===== src/rtl/wbps_pkg.sv =====
// Package for the wildcard byte pattern scanner: sizes, opcodes, request and result types
// and the hex digit decoder. No dependencies.
package wbps_pkg;

  localparam int MAX_PATTERN = 32;
  localparam int LEN_W       = $clog2(MAX_PATTERN + 1);
  localparam int OFFSET_BITS = 32;

  localparam logic [7:0] WILDCARD_CHAR = 8'h3F;  // '?'
  localparam logic [7:0] SPACE_CHAR    = 8'h20;  // ' '

  typedef enum logic [1:0] {
    OP_PAT_CHAR  = 2'd0,
    OP_DATA      = 2'd1,
    OP_RESTART   = 2'd2,
    OP_CLEAR_PAT = 2'd3
  } opcode_t;

  typedef struct packed {
    opcode_t     opcode;
    logic [7:0]  value;
    logic        last;
  } in_item_t;

  typedef struct packed {
    logic        found;
    logic [31:0] offset;
  } out_item_t;

  typedef struct packed {
    logic       ok;
    logic [3:0] nib;
  } hex_dig_t;

  function automatic hex_dig_t hex_decode(input logic [7:0] c);
    hex_dig_t d;
    d = '{ok: 1'b0, nib: 4'd0};
    if (c >= 8'h30 && c <= 8'h39) begin
      d = '{ok: 1'b1, nib: 4'(c - 8'h30)};
    end else if (c >= 8'h41 && c <= 8'h46) begin
      d = '{ok: 1'b1, nib: 4'(c - 8'h37)};
    end else if (c >= 8'h61 && c <= 8'h66) begin
      d = '{ok: 1'b1, nib: 4'(c - 8'h57)};
    end
    return d;
  endfunction

endpackage


===== src/rtl/wildcard_byte_pattern_scanner_top.sv =====
// Wildcard byte pattern scanner, top level.
// Depends on wbps_pkg.
//
//   channel | dir | payload             | handshake
//   in_     | in  | wbps_pkg::in_item_t  | in_valid / in_stall
//   out_    | out | wbps_pkg::out_item_t | out_valid / out_stall
//
// One request per cycle, every opcode, while in_stall is low; a request waits in
// the input register until the result register can take it, and any result is
// registered there (input register, then result register). The window compare
// runs over all MAX_PATTERN lanes combinationally. Reset clears pattern length,
// scan counters and both valid flags; no clearing pass. in_stall rises only while
// the input register holds a request that cannot move into a stalled result.
module wildcard_byte_pattern_scanner_top (
  input  logic                clk,
  input  logic                rst_n,
  input  logic                in_valid,
  output logic                in_stall,
  input  wbps_pkg::in_item_t  in_data,
  output logic                out_valid,
  input  logic                out_stall,
  output wbps_pkg::out_item_t out_data
);

  localparam int NP = wbps_pkg::MAX_PATTERN;
  localparam int LW = wbps_pkg::LEN_W;
  localparam int OW = wbps_pkg::OFFSET_BITS;

  // input register
  logic               st_valid_r, st_valid_nxt;
  wbps_pkg::in_item_t st_item_r;

  // pattern, newest element at index 0 so lane k lines up with window age k
  logic [7:0]    pat_r    [NP];
  logic [7:0]    pat_nxt  [NP];
  logic [NP-1:0] wild_r, wild_nxt;
  logic [LW-1:0] len_r, len_nxt;
  logic [3:0]    prev_nib_r, prev_nib_nxt;
  logic          prev_hex_r, prev_hex_nxt;

  // scan state, newest byte at index 0
  logic [7:0]    win_r    [NP];
  logic [7:0]    win_nxt  [NP];
  logic [LW-1:0] seen_r, seen_nxt;
  logic [OW-1:0] pos_r, pos_nxt;
  logic          done_r, done_nxt;

  logic                out_valid_r, out_valid_nxt;
  wbps_pkg::out_item_t out_data_r, out_data_nxt;

  logic                fire;
  logic                res_valid;
  wbps_pkg::out_item_t res;
  wbps_pkg::hex_dig_t  hd;
  logic [NP-1:0]       lane_ok;
  logic [LW-1:0]       seen_inc;
  logic [OW-1:0]       start;
  logic                add_el;
  logic [7:0]          el_byte;
  logic                el_wild;

  assign fire     = st_valid_r && (!out_valid_r || !out_stall);
  assign in_stall = st_valid_r && !fire;
  assign st_valid_nxt = (in_valid && !in_stall) ? 1'b1 : (fire ? 1'b0 : st_valid_r);

  assign hd       = wbps_pkg::hex_decode(st_item_r.value);
  assign seen_inc = (seen_r < len_r) ? seen_r + LW'(1) : seen_r;
  assign start    = pos_r - OW'(len_r) + OW'(1);

  // window as it stands once the new byte is shifted in
  always_comb begin
    win_nxt[0] = st_item_r.value;
    for (int k = 1; k < NP; k++) begin
      win_nxt[k] = win_r[k-1];
    end
  end

  always_comb begin
    for (int k = 0; k < NP; k++) begin
      lane_ok[k] = (LW'(k) >= len_r) || wild_r[k] || (win_nxt[k] == pat_r[k]);
    end
  end

  // pattern element from a text character: hex pair or wildcard
  always_comb begin
    add_el  = 1'b0;
    el_byte = 8'd0;
    el_wild = 1'b0;
    if (prev_hex_r && hd.ok) begin
      add_el  = 1'b1;
      el_byte = {prev_nib_r, hd.nib};
    end else if (st_item_r.value == wbps_pkg::WILDCARD_CHAR) begin
      add_el  = 1'b1;
      el_wild = 1'b1;
    end
  end

  always_comb begin
    for (int k = 0; k < NP; k++) begin
      pat_nxt[k] = pat_r[k];
    end
    wild_nxt     = wild_r;
    len_nxt      = len_r;
    prev_nib_nxt = prev_nib_r;
    prev_hex_nxt = prev_hex_r;
    seen_nxt     = seen_r;
    pos_nxt      = pos_r;
    done_nxt     = done_r;
    res_valid    = 1'b0;
    res          = '0;
    if (fire) begin
      case (st_item_r.opcode)
        wbps_pkg::OP_PAT_CHAR: begin
          if (add_el && (len_r < LW'(NP))) begin
            pat_nxt[0] = el_byte;
            for (int k = 1; k < NP; k++) begin
              pat_nxt[k] = pat_r[k-1];
            end
            wild_nxt = {wild_r[NP-2:0], el_wild};
            len_nxt  = len_r + LW'(1);
          end
          prev_nib_nxt = hd.nib;
          prev_hex_nxt = hd.ok && (st_item_r.value != wbps_pkg::SPACE_CHAR);
        end
        wbps_pkg::OP_DATA: begin
          if (!done_r) begin
            seen_nxt = seen_inc;
            pos_nxt  = pos_r + OW'(1);
            if (len_r == '0) begin
              res_valid = 1'b1;
              res       = '{found: 1'b1, offset: 32'd0};
              done_nxt  = 1'b1;
            end else if ((seen_inc >= len_r) && (&lane_ok)) begin
              res_valid = 1'b1;
              res       = '{found: 1'b1, offset: 32'(start)};
              done_nxt  = 1'b1;
            end else if (st_item_r.last) begin
              res_valid = 1'b1;
              res       = '{found: 1'b0, offset: 32'd0};
            end
          end
          if (st_item_r.last) begin
            seen_nxt = '0;
            pos_nxt  = '0;
            done_nxt = 1'b0;
          end
        end
        wbps_pkg::OP_RESTART: begin
          seen_nxt = '0;
          pos_nxt  = '0;
          done_nxt = 1'b0;
        end
        wbps_pkg::OP_CLEAR_PAT: begin
          len_nxt      = '0;
          prev_hex_nxt = 1'b0;
          seen_nxt     = '0;
          pos_nxt      = '0;
          done_nxt     = 1'b0;
        end
        default: begin
        end
      endcase
    end
  end

  assign out_valid_nxt = res_valid ? 1'b1 : (out_valid_r && out_stall);
  assign out_data_nxt  = res_valid ? res : out_data_r;

  always_ff @(posedge clk) begin
    if (!rst_n) begin
      st_valid_r  <= 1'b0;
      len_r       <= '0;
      prev_hex_r  <= 1'b0;
      seen_r      <= '0;
      pos_r       <= '0;
      done_r      <= 1'b0;
      out_valid_r <= 1'b0;
    end else begin
      st_valid_r  <= st_valid_nxt;
      len_r       <= len_nxt;
      prev_hex_r  <= prev_hex_nxt;
      seen_r      <= seen_nxt;
      pos_r       <= pos_nxt;
      done_r      <= done_nxt;
      out_valid_r <= out_valid_nxt;
    end
  end

  // payload, no reset; window lanes below seen_r are always from this region
  always_ff @(posedge clk) begin
    if (in_valid && !in_stall) begin
      st_item_r <= in_data;
    end
    if (fire && (st_item_r.opcode == wbps_pkg::OP_DATA) && !done_r) begin
      for (int k = 0; k < NP; k++) begin
        win_r[k] <= win_nxt[k];
      end
    end
    for (int k = 0; k < NP; k++) begin
      pat_r[k] <= pat_nxt[k];
    end
    wild_r     <= wild_nxt;
    prev_nib_r <= prev_nib_nxt;
    out_data_r <= out_data_nxt;
  end

  assign out_valid = out_valid_r;
  assign out_data  = out_data_r;

endmodule


===== config.mk =====
export PLATFORM = sky130hd
export DESIGN_NAME = wildcard_byte_pattern_scanner_top
export DESIGN_NICKNAME = d
export VERILOG_FILES = /design/src/rtl/wbps_pkg.sv /design/src/rtl/wildcard_byte_pattern_scanner_top.sv
export SDC_FILE = /design/constraint.sdc
export NUM_CORES = 1
export LEC_CHECK = 0
export ABC_AREA = 1
export ABC_CLOCK_PERIOD_IN_PS = 52200
export BUFFER_PORTS_ARGS = -buffer_cell sky130_fd_sc_hd__buf_2
export CAP_MARGIN = 20
export CORE_ASPECT_RATIO = 1.25
export CORE_MARGIN = 4
export CORE_UTILIZATION = 44
export DETAILED_ROUTE_END_ITERATION = 12
export SETUP_SLACK_MARGIN = 0.02
export SLEW_MARGIN = 20
export SYNTH_ARGS = -nofsm -noshare
export SYNTH_HDL_FRONTEND = slang
export SYNTH_SLANG_ARGS = --single-unit

===== constraint.sdc =====
create_clock -name clk -period 52.2 [get_ports clk]
set_input_delay 10.44 -clock clk [delete_from_list [all_inputs] [get_ports clk]]
set_output_delay 10.44 -clock clk [all_outputs]
set_load 0.02 [all_outputs]

Word level (Yosys, flattened, before mapping):

Memory sizes are Yosys's and may differ from the RTL's.
Index checks and enable logic that the tools add are counted.

* register bits: 128
* memory bits (writable): 512
* output and inout bits: 35
* word-level logic and storage cells: 243
* memories: 2

* add/sub/neg operators: 8
* $lt $le $gt $ge: 41
* equality and inequality tests: 39
* muxes and demuxes: 37
* bitwise logic cells: 3
* reduce and logical (&&, ||, !) cells: 98

Memory list
* pat_r: depth 32, bits a word 8, rd ports 32, clocked after Yosys merged registers in 0, wr ports 32, line wildcard_byte_pattern_scanner_top.sv:34 `logic [7:0] pat_r [NP];`
* win_r: depth 32, bits a word 8, rd ports 31, clocked after Yosys merged registers in 0, wr ports 32, line wildcard_byte_pattern_scanner_top.sv:42 `logic [7:0] win_r [NP];`

Operators with widths (number)
* 256-bit two-way mux: 3
* 8-bit == test: 32
* 5-bit by 6-bit >= comparator with 1-bit output (first input constant): 16
* 33-bit two-way mux: 2
* 1-bit logical OR: 65
* 32-bit by 1-bit adder with 32-bit output (second input constant): 2
* 32-bit two-way mux: 2
* 32-bit case mux with 2 select lines: 1
* 4-bit by 6-bit >= comparator with 1-bit output (first input constant): 8
* 32-bit AND reduction: 1
* 32-bit by 6-bit subtractor with 32-bit output: 1
* 3-bit by 6-bit >= comparator with 1-bit output (first input constant): 4
* 6-bit two-way mux: 4
* 6-bit case mux with 2 select lines: 2
* 1-bit two-way mux: 17
* 8-bit by 7-bit >= comparator with 1-bit output (second input constant): 2
* 8-bit by 7-bit <= comparator with 1-bit output (second input constant): 2
* 5-bit two-way mux: 3
* 1-bit logical AND: 13
* 6-bit by 1-bit adder with 6-bit output (second input constant): 2
* 1-bit by 6-bit >= comparator with 1-bit output (first input constant): 2
* 2-bit by 6-bit >= comparator with 1-bit output (first input constant): 2
* 3-bit AND reduction: 3
* 8-bit by 6-bit == test with 1-bit output (second input constant): 1
* other kinds (23): 36

Depth between registers and ports, before layout:

Gate-level depths: netlist of the first run.

* depth after elaboration: 11
* gate-level depth with buffers: 21
* gate-level depth less buffers: 21

Least setup slack after synthesis of the first run:

No wires, ideal clock.

* kind: input to register
* start: in out_stall
* end: reg out_data_r, in the netlist out_data[0], enable pin
* arrival time: 30.460 ns
* required time: 51.802 ns
* slack: 21.343 ns
* stages: 5
* cell sequence: nand2_1 > nand2_1 > nor3_1 > nand2_1 > nand2_1

* word-level cells in the longest chain between the ends: 4

Ends and longest elaborated chain
* start, declared: line wildcard_byte_pattern_scanner_top.sv:21 `input logic out_stall,`
* 1-bit zero test: line wildcard_byte_pattern_scanner_top.sv:62 `assign fire = st_valid_r && (!out_valid_r || !out_stall);`
* 1-bit logical OR: line wildcard_byte_pattern_scanner_top.sv:62
* 1-bit logical AND: line wildcard_byte_pattern_scanner_top.sv:62
* 1-bit two-way mux: line wildcard_byte_pattern_scanner_top.sv:111 `if (fire) begin`
* net res_valid: line wildcard_byte_pattern_scanner_top.sv:52 `logic res_valid;`
* end signal, assigned: line wildcard_byte_pattern_scanner_top.sv:204 `out_data_r <= out_data_nxt;`
* end, declared: line wildcard_byte_pattern_scanner_top.sv:49 `wbps_pkg::out_item_t out_data_r, out_data_nxt;`

The timed path passes the listed nets, and every way through them passes these cells.
A chain may end at the register's enable or synchronous reset.

Final worst setup path of the first run:

* start: in out_stall
* end: out in_stall

* word-level cells in the longest chain between the ends: 5

Ends and longest elaborated chain
* 1-bit zero test: line wildcard_byte_pattern_scanner_top.sv:62
* 1-bit logical OR: line wildcard_byte_pattern_scanner_top.sv:62
* 1-bit logical AND: line wildcard_byte_pattern_scanner_top.sv:62
* 1-bit zero test: line wildcard_byte_pattern_scanner_top.sv:63 `assign in_stall = st_valid_r && !fire;`
* 1-bit logical AND: line wildcard_byte_pattern_scanner_top.sv:63
* end, declared: line wildcard_byte_pattern_scanner_top.sv:18 `output logic in_stall,`

Every way passes these cells.

==> flow_summary.toml, run 1 <==
[clocking]
clock-root-buffer = "clkbuf_16"
postCtsSetupBuffers = 0
clk_pin_slew_ps = 60
cts_sinks = 632
post_cts_resized = 0
htreeDepth = 3
clock_latency_ps = 600
cts_tree = "yes"
postCtsHoldBufs = 0
cts_buffers = 66
cts_buffer_depth = 3

[timing]
rsz0062_at_grt = "no"
worstMarginPinSlew_ps = 1060
slew_violations = 0
max_freq_mhz = 46.7
finalHoldViolations = 0
fin_skew_ps = 30.0
setup-violations-final = 0
post-route-min-period_ps = 21400
post-route-period-util = 0.410
slew_headroom = 0.294
tns_ps = 0

[floorplan]
fp.dieArea_um2 = 64800
core_area_um2 = 59800
die_y_um = 284
die_w_um = 228
initial_core_util = 0.447
rows = 100
boundaryPins = 50

[yosys]
synth_compound_area_frac = 0.0410
synth_top_family_by_area = "simple AND/OR/NAND/NOR gates"
ys_seq_area_frac = 0.692
ys_ff_latch = 632
synth_fa_ha_area_frac = 0.0410
synth.mux.area_fraction = 0
syn-cell-area_um2 = 26700
ys_warn_count = 0
ys.flop_type = "edfxtp_1"
synthSimpleGateAreaFrac = 0.115
postSynthAreaPerCell_um2 = 12.3
synthesis.nets = 2267
yosys.area_share.xor_xnor = 0.0708
synthCells = 2165
async_flop_share = 0
synth-edff-count = 584
synth.distinct_cells = 44

[setup_path]
critPathTopFamily = "buffers and inverters"
crit_chain = "buf_2, nand2_1, nor2_1, buf_2"
worst_setup_path_end_kind = "output port"
path_max_fanout = 4
cp-start-kind = "primary input"
crit_required_ps = 41760
slowest_stage = "buf_2"
worst-path-buf-inv = 2
crit_top_cell = "buf_2"
critical_path_class = "primary input to output port"
max_stage_delay_ps = 190
worst-endpoint-arrival_ps = 10960

[power]
power_uw = 1020
p_leak_uw = 0.0111
p_per_area_nw_per_um2 = 33.8
ir_drop_mv = 0.0231

[place]
gp_congestion = 0.796
place_hpwl_um = 31600
place_area_um2 = 28000
port_buffers = 49

[drt]
drt_pass1_iterations = 5
routed_via_density = 4.86
drtIter0Drc = 849
wirelength_um = 46900
vias = 15100
post_drt_wl_per_cell_um = 15.1
postRouteAntennaNets = 0
drc = 0

[global_routing]
grt_pass1_wl_um = 76800
grt_util_all_layers = 0.144
antenna_found_initial = 0
grt_pass1_vias = 15500
grt.overflow.total = 0
grt_max_degree = 170

[status]
status = "finished, final reports clean"

[finish]
synthToLayoutAreaGrowth_pct = 12.3
final_layout_size_suffix_gt1_frac = 0.0789
layout.nets = 2383
diodes = 0
design_area_um2 = 30000
fillers = 5176

[run]
max-cap-violations = 0

[worst_hold_path]
hold_class = "register to register"
## metrics by stage
stage | hold slack, ps | std cells | setup WS (ps) | util
3_3_place_gp | 429 | 2978 | 30790 | 0.467
3_5_place_dp | 435 | 2978 | 30770 | 0.467
5_1_grt | 447 | 3098 | 30710 | 0.502
6_report | 451 | 3098 | 30800 | 0.502
4_1_cts | 442 | 3098 | 30770 | 0.502
2_1_floorplan | 418 | 2165 | 21340 | -
## final cells by class
type / count / area, um2 / area share
flip-flops and latches: 632 / 18500 / 0.616
clock inverters: 37 / 319 / 0.0106
well taps: 765 / 957 / 0.0319
repair buffers: 55 / 303 / 0.0101
multi-input cells: 1256 / 7170 / 0.239
inverters: 270 / 1020 / 0.0340
clock buffers: 83 / 1750 / 0.0582
## state kept, by name, summed over array words and instances (netlist names)
name,count
st_item_r,11
st_valid_r,1
pat_r,256
pos_r,32
prev_hex_r,1
out_valid,1
seen_r,6
win_r,248
prev_nib_r,4
done_r,1
out_data,33
len_r,6
wild_r,32
## metal layers
metal / vias to the layer above / global-route usage / part of all wire / routed length (um)
met4: 0 / 0.0518 / 0.023 / 1100
met2: 222 / 0.270 / 0.53 / 25100
met1: 7214 / 0.168 / 0.41 / 19100
met5: - / 0 / 0 / 0
li1: 7544 / - / - / -
met3: 81 / 0.0212 / 0.035 / 1640
## cells in the mapped netlist (2+ instances only)
| cell type | number | area (um2) |
|---|---|---|
| edfxtp_1 | 584 | 17500 |
| nand2_1 | 460 | 1730 |
| inv_1 | 264 | 991 |
| xnor2_1 | 196 | 1720 |
| nor2_1 | 179 | 672 |
| a21oi_1 | 92 | 460 |
| ha_1 | 86 | 1080 |
| o21ai_0 | 54 | 270 |
| dfxtp_1 | 48 | 961 |
| nand3_1 | 44 | 220 |
| nand4_1 | 29 | 181 |
| xor2_1 | 20 | 175 |
| nor3_1 | 17 | 85.1 |
| o21a_1 | 12 | 90.1 |
| nor2_2 | 11 | 68.8 |
| or2_2 | 11 | 68.8 |
| o21bai_1 | 6 | 45.0 |
| a31oi_1 | 5 | 31.3 |
| inv_2 | 5 | 18.8 |
| o21ai_1 | 5 | 25.0 |
| a21o_1 | 4 | 30.0 |
| clkbuf_1 | 4 | 15.0 |
| a21boi_0 | 3 | 22.5 |
| buf_6 | 2 | 22.5 |
| nor2_4 | 2 | 22.5 |
| o2111ai_1 | 2 | 17.5 |
| o211a_1 | 2 | 20.0 |
| o211ai_1 | 2 | 15.0 |
## cell usage in the layout (no fill, tap or decap), types with 29 or more instances in the layout
cell type  count
a21oi_1       92
nand2_1      460
nor2_1       179
inv_1        263
nand4_1       29
nand3_1       44
buf_2         49
xnor2_1      196
edfxtp_1     584
dfxtp_1       48
clkbuf_16     67
ha_1          86
o21ai_0       54
## path summary, 6_finish.rpt
kind | start | to | depth (start not counted) | slack (ps)
max | out_stall | in_stall | 4 | 30800
min | wild_r[29] | wild_r[30] | 0 | 450
max reg2reg | st_item_r[1] | pat_r[1][87] | 12 | 47140
min reg2reg | wild_r[29] | wild_r[30] | 0 | 450
## cells by family (layout without fill, tap and decap cells)
logic type | Yosys count | in the layout
buf+inv | 277 | 445
fa+ha+maj | 87 | 87
xor+xnor | 216 | 216
simple gates | 758 | 758
flops | 632 | 632
compound gates | 195 | 195
## where the power goes
group | switching, uW | internal (uW) | leakage (uW)
Combinational | 8.85 | 4.29 | 0.00467
Clock | 195 | 252 | 0.00101
Sequential | 3.04 | 552 | 0.00546
No activity file was read; power rests on OpenSTA's default activity.
==> run 2, diff against run 1 <==
--- a/config.mk
+++ b/config.mk
@@ -6,7 +6,7 @@
 export NUM_CORES = 1
 export LEC_CHECK = 0
 export ABC_AREA = 1
-export ABC_CLOCK_PERIOD_IN_PS = 52200
+export ABC_CLOCK_PERIOD_IN_PS = 20100
 export BUFFER_PORTS_ARGS = -buffer_cell sky130_fd_sc_hd__buf_2
 export CAP_MARGIN = 20
 export CORE_ASPECT_RATIO = 1.25
==> constraint.sdc (replaced) <==
create_clock -name clk -period 20.1 [get_ports clk]
set_input_delay 4.02 -clock clk [delete_from_list [all_inputs] [get_ports clk]]
set_output_delay 4.02 -clock clk [all_outputs]
set_load 0.02 [all_outputs]
==> run 2 against run 1 <==
Global-route usage up 0.17 points. Count of clock-buffer cells in the layout fell by 10. Die area unchanged. Sequential share of layout area down 0.24 points. Non-clock buffer count rose by 1. First-iteration DRC count increased by 16%. Wire length up 0.87%. Final area is 0.40% higher. Clock power increased to 2.7 times the previous value. Register-to-register slack lost 31000 ps. Critical path depth did not move. Power increased to 2.6 times the previous value.
==> flow_summary.toml, run 2 (same netlist as run 1, synthesis figures left out) <==
[power]
ir_drop_mv = 0.0683
p_leak_uw = 0.0112
p_per_area_nw_per_um2 = 89.2

[setup_path]
cp.depth = 4
worst_setup_path_end_kind = "output port"
path_max_fanout = 4
crit_required_ps = 16080
worst-path-buf-inv = 2
reg2reg_slack_ps = 15770
r2r_cells = 18
critical_path_class = "primary input to output port"
max_stage_delay_ps = 190
cp-start-kind = "primary input"
slowest_stage = "buf_2"
worstReg2RegStart = "len_r[1]"
crit_chain = "buf_2, nand2_1, nor2_1, buf_2"
crit_top_cell = "buf_2"
critPathTopFamily = "buffers and inverters"
timing.rr.end = "out_data[6]"
worst-endpoint-arrival_ps = 4520

[drt]
routed_via_density = 4.87
wirelength_um = 47300
post_drt_wl_per_cell_um = 15.3
vias = 15100
drtIter0Drc = 982
postRouteAntennaNets = 0
drc = 0
drt_pass1_iterations = 5

[global_routing]
grt.overflow.total = 0
grt_pass1_vias = 15400
grt_pass1_wl_um = 78300
grt_util_all_layers = 0.146
antenna_found_initial = 0
grt_max_degree = 162

[timing]
post-route-period-util = 0.425
rsz0062_at_grt = "no"
max_freq_mhz = 117
post-route-min-period_ps = 8540
whs_ps = 412
tns_ps = 0
fin_skew_ps = 52.4
slew_violations = 0
worstMarginPinSlew_ps = 1090
slew_headroom = 0.274
finalHoldViolations = 0
setup-violations-final = 0

[run]
max-cap-violations = 0

[finish]
multi_input_area_um2 = 7180
fillers = 5116
diodes = 0
largest_reg_flops = 256
synthToLayoutAreaGrowth_pct = 12.8
final_layout_size_suffix_gt1_frac = 0.0799
layout.nets = 2379
layout_commonest_cell = "edfxtp_1"
final_cell_mix = "edfxtp_1 (584), nand2_1 (460), inv_1 (263)"
final_util = 0.504
regMostFlops = "pat_r"
seq_area_um2 = 18500

[worst_hold_path]
min_to = "wild_r[17]"
hold_depth = 0
hold_class = "register to register"
hp-start = "wild_r[16]"

[place]
port_buffers = 49
place_hpwl_um = 31800
gp_congestion = 0.845

[floorplan]
boundaryPins = 50
die_y_um = 284
die_w_um = 228
fp.dieArea_um2 = 64800
core_area_um2 = 59800
rows = 100
initial_core_util = 0.447

[clocking]
cts_buffer_depth = 3
cts_tree = "yes"
htreeDepth = 2
clk_pin_slew_ps = 70
clock-root-buffer = "clkbuf_16"
clock_latency_ps = 650
cts_sinks = 632
post_cts_resized = 0
postCtsHoldBufs = 0
postCtsSetupBuffers = 0
cts_buffers = 61

[status]
status = "finished, final reports clean"
[run 2: cell types whose count changed in the layout (fill, tap and decap cells not counted), moves of 2 or more]
cell	before	now
bufinv_16	2	11
clkbuf_1	15	8
clkbuf_16	67	61
clkinv_2	12	8
inv_16	4	0
clkbuf_8	1	4
clkinv_16	0	3
clkinv_8	2	0
[run 2: area by class of cell]
type                       count  area share
inverter                     270      0.0339
clock buffer                  73      0.0535
tap                          765      0.0318
timing repair buffer          56      0.0103
sequential                   632       0.614
multi-input combinational   1256       0.238
clock inverter                40      0.0186
[run 2: stage by stage]
step	cell area [um2]	total power, uW	worst slack, ps	cells
detailed placement	28000	1500	11550	2979
global route	30100	2790	11490	3092
CTS	30100	2720	11540	3092
floorplan	26700	1490	3890	2165
global placement	28000	1500	11550	2979
finish	30100	2690	11560	3092
[run 2: where the power goes]
group          leakage, uW  total [uW]  switching (uW)  internal [uW]
Sequential         0.00546        1440            8.10           1430
Combinational      0.00468        34.1            22.8           11.2
Clock              0.00104        1210             496            717
Total               0.0112        2690             527           2160
[run 2: how the worst max path moves through the flow]
| stage | startpoint | to | slack [ps] |
|---|---|---|---|
| after floorplan | out_stall | out_data[0] | 3890 |
| after global routing | out_stall | in_stall | 11490 |
| after detailed placement | out_stall | in_stall | 11550 |
| after CTS | out_stall | in_stall | 11540 |
| after global placement | out_stall | in_stall | 11550 |
| final | out_stall | in_stall | 11560 |
[run 2: per-layer routing]
metal / vias up / global-route usage / part of all wire
li1: 7528 / - / -
met1: 7223 / 0.183 / 0.42
met2: 227 / 0.263 / 0.52
met3: 80 / 0.0246 / 0.036
met4: 0 / 0.0392 / 0.023
met5: - / 0 / 0
==> run 3, diff against run 2 <==
--- a/config.mk
+++ b/config.mk
@@ -6,7 +6,7 @@
 export NUM_CORES = 1
 export LEC_CHECK = 0
 export ABC_AREA = 1
-export ABC_CLOCK_PERIOD_IN_PS = 20100
+export ABC_CLOCK_PERIOD_IN_PS = 7200
 export BUFFER_PORTS_ARGS = -buffer_cell sky130_fd_sc_hd__buf_2
 export CAP_MARGIN = 20
 export CORE_ASPECT_RATIO = 1.25
==> constraint.sdc (replaced) <==
create_clock -name clk -period 7.2 [get_ports clk]
set_input_delay 1.44 -clock clk [delete_from_list [all_inputs] [get_ports clk]]
set_output_delay 1.44 -clock clk [all_outputs]
set_load 0.02 [all_outputs]
==> run 3 against run 2 <==
Non-clock buffer count shrank 1. Power grew to 2.7 times the previous value. Flip-flop and latch count is the same. Register-to-register slack lost 13000 ps. Utilization shrank 0.090 points. Final cell count is essentially flat. First-iteration DRC count grew 2.4%. Count of clock-buffer cells in the layout shrank 5. Sequential share of layout area grew 0.11 points.
==> flow_summary.toml, run 3 (same netlist as run 1, synthesis figures left out) <==
[status]
status = "finished, final reports clean"

[drt]
drc = 0
drtIter0Drc = 1006
vias = 15100
postRouteAntennaNets = 0
post_drt_wl_per_cell_um = 15.1
routed_via_density = 4.87
wirelength_um = 46600
dr_wl_met3_um = 1580
dr_wl_met2_um = 23700
drt_pass1_iterations = 5
wl_met1_um = 20200
dr.max_layer_used = "met4"

[timing]
fin_ws_ps = 2870
tns_ps = 0
max_freq_mhz = 231
rsz0062_at_grt = "no"
finalHoldViolations = 0
slew_violations = 0
setup-violations-final = 0
post-route-min-period_ps = 4330
post-route-period-util = 0.602
fin_skew_ps = 67.1
whs_ps = 394
worstMarginPinSlew_ps = 1020
slew_headroom = 0.323

[floorplan]
die_y_um = 284
boundaryPins = 50
core_area_um2 = 59800
die_w_um = 228
rows = 100
initial_core_util = 0.447
fp.dieArea_um2 = 64800

[global_routing]
grt_pass1_wl_um = 77600
grt_util_all_layers = 0.144
antenna_found_initial = 0
grt_max_degree = 165
grt_pass1_vias = 15400
grt.overflow.total = 0

[place]
place_hpwl_um = 31400
port_buffers = 49
gp_congestion = 0.809
pre_cts_slack_ps = 2880

[setup_path]
worst_setup_path_end_kind = "register"
critical_path_class = "register to register"
worst-endpoint-arrival_ps = 4570
path_max_fanout = 33
cp-start-kind = "register"
crit_required_ps = 7430

[finish]
final_layout_size_suffix_gt1_frac = 0.0829
largest_reg_flops = 256
fillers = 5177
diodes = 0
layout_commonest_cell = "edfxtp_1"
final_cell_mix = "edfxtp_1 (584), nand2_1 (457), inv_1 (263)"
regMostFlops = "pat_r"
final_util = 0.503
synthToLayoutAreaGrowth_pct = 12.6
layout.nets = 2378

[clocking]
cts_sinks = 632
clk_pin_slew_ps = 60
cts_buffer_depth = 3
postCtsHoldBufs = 0
cts_buffers = 61
postCtsSetupBuffers = 0
clock-root-buffer = "clkbuf_16"
clock_latency_ps = 660
cts_tree = "yes"
htreeDepth = 2
post_cts_resized = 0

[worst_hold_path]
hold_class = "register to register"

[power]
power.internal_uw = 5860
p_per_area_nw_per_um2 = 244
sw_frac_of_total = 0.202
p_switching_uw = 1490
combPwrFrac = 0.013
p_leak_uw = 0.0111
power_frac_seq = 0.548
p_clk_frac = 0.439
ir_drop_mv = 0.206

[run]
max-cap-violations = 0
-- run 3: power by group through the flow --
stage / clock, uW / sequential, uW / combinational [uW]
floorplan: 0 / 4110 / 61.7
detailed placement: 0 / 4100 / 98.8
CTS: 3320 / 4020 / 99.4
global placement: 0 / 4100 / 97.7
finish: 3230 / 4020 / 96.7
global route: 3480 / 4030 / 110
-- run 3: final timing paths --
check,to,depth (start not counted),startpoint,slack (ps)
worst max register to register,out_data[3],17,len_r[5],2870
worst max-delay path,out_data[3],17,len_r[5],2870
worst min register to register,wild_r[3],0,wild_r[2],390
worst min-delay path,wild_r[3],0,wild_r[2],390
-- run 3: worst max-delay path, stage by stage, from the launching register on --
cell	delay (ps)
dfxtp_1	450
clkinv_1	340
ha_1	420
a21oi_1	170
o21a_1	170
nand2_1	120
nor3_1	290
nand3_1	140
xor2_1	180
ha_1	290
nand2_1	70
inv_1	70
nand4_1	90
o2111ai_1	100
nand3_1	200
nand2_1	140
nand2_1	100
nand2_2	590
-- run 3: layout make-up --
class / instances / area (um2) / area share
sequential: 632 / 18500 / 0.615
multi-input combinational: 1256 / 7230 / 0.240
clock buffer: 68 / 1560 / 0.0519
inverter: 270 / 1020 / 0.0339
tap: 765 / 957 / 0.0318
clock inverter: 47 / 488 / 0.0162
timing repair buffer: 55 / 328 / 0.0109
-- run 3: through the flow --
step	cells	cell area, um2	power [uW]
6_report	3093	30100	7350
5_1_grt	3093	30100	7610
4_1_cts	3093	30100	7450
3_5_place_dp	2978	28000	4200
3_3_place_gp	2978	28000	4200
2_1_floorplan	2165	26800	4170
-- run 3: routing by layer --
layer | global-route usage | vias up
met5 | 0 | -
met4 | 0.0443 | 0
met3 | 0.0245 | 79
met2 | 0.256 | 196
met1 | 0.180 | 7262
li1 | - | 7527
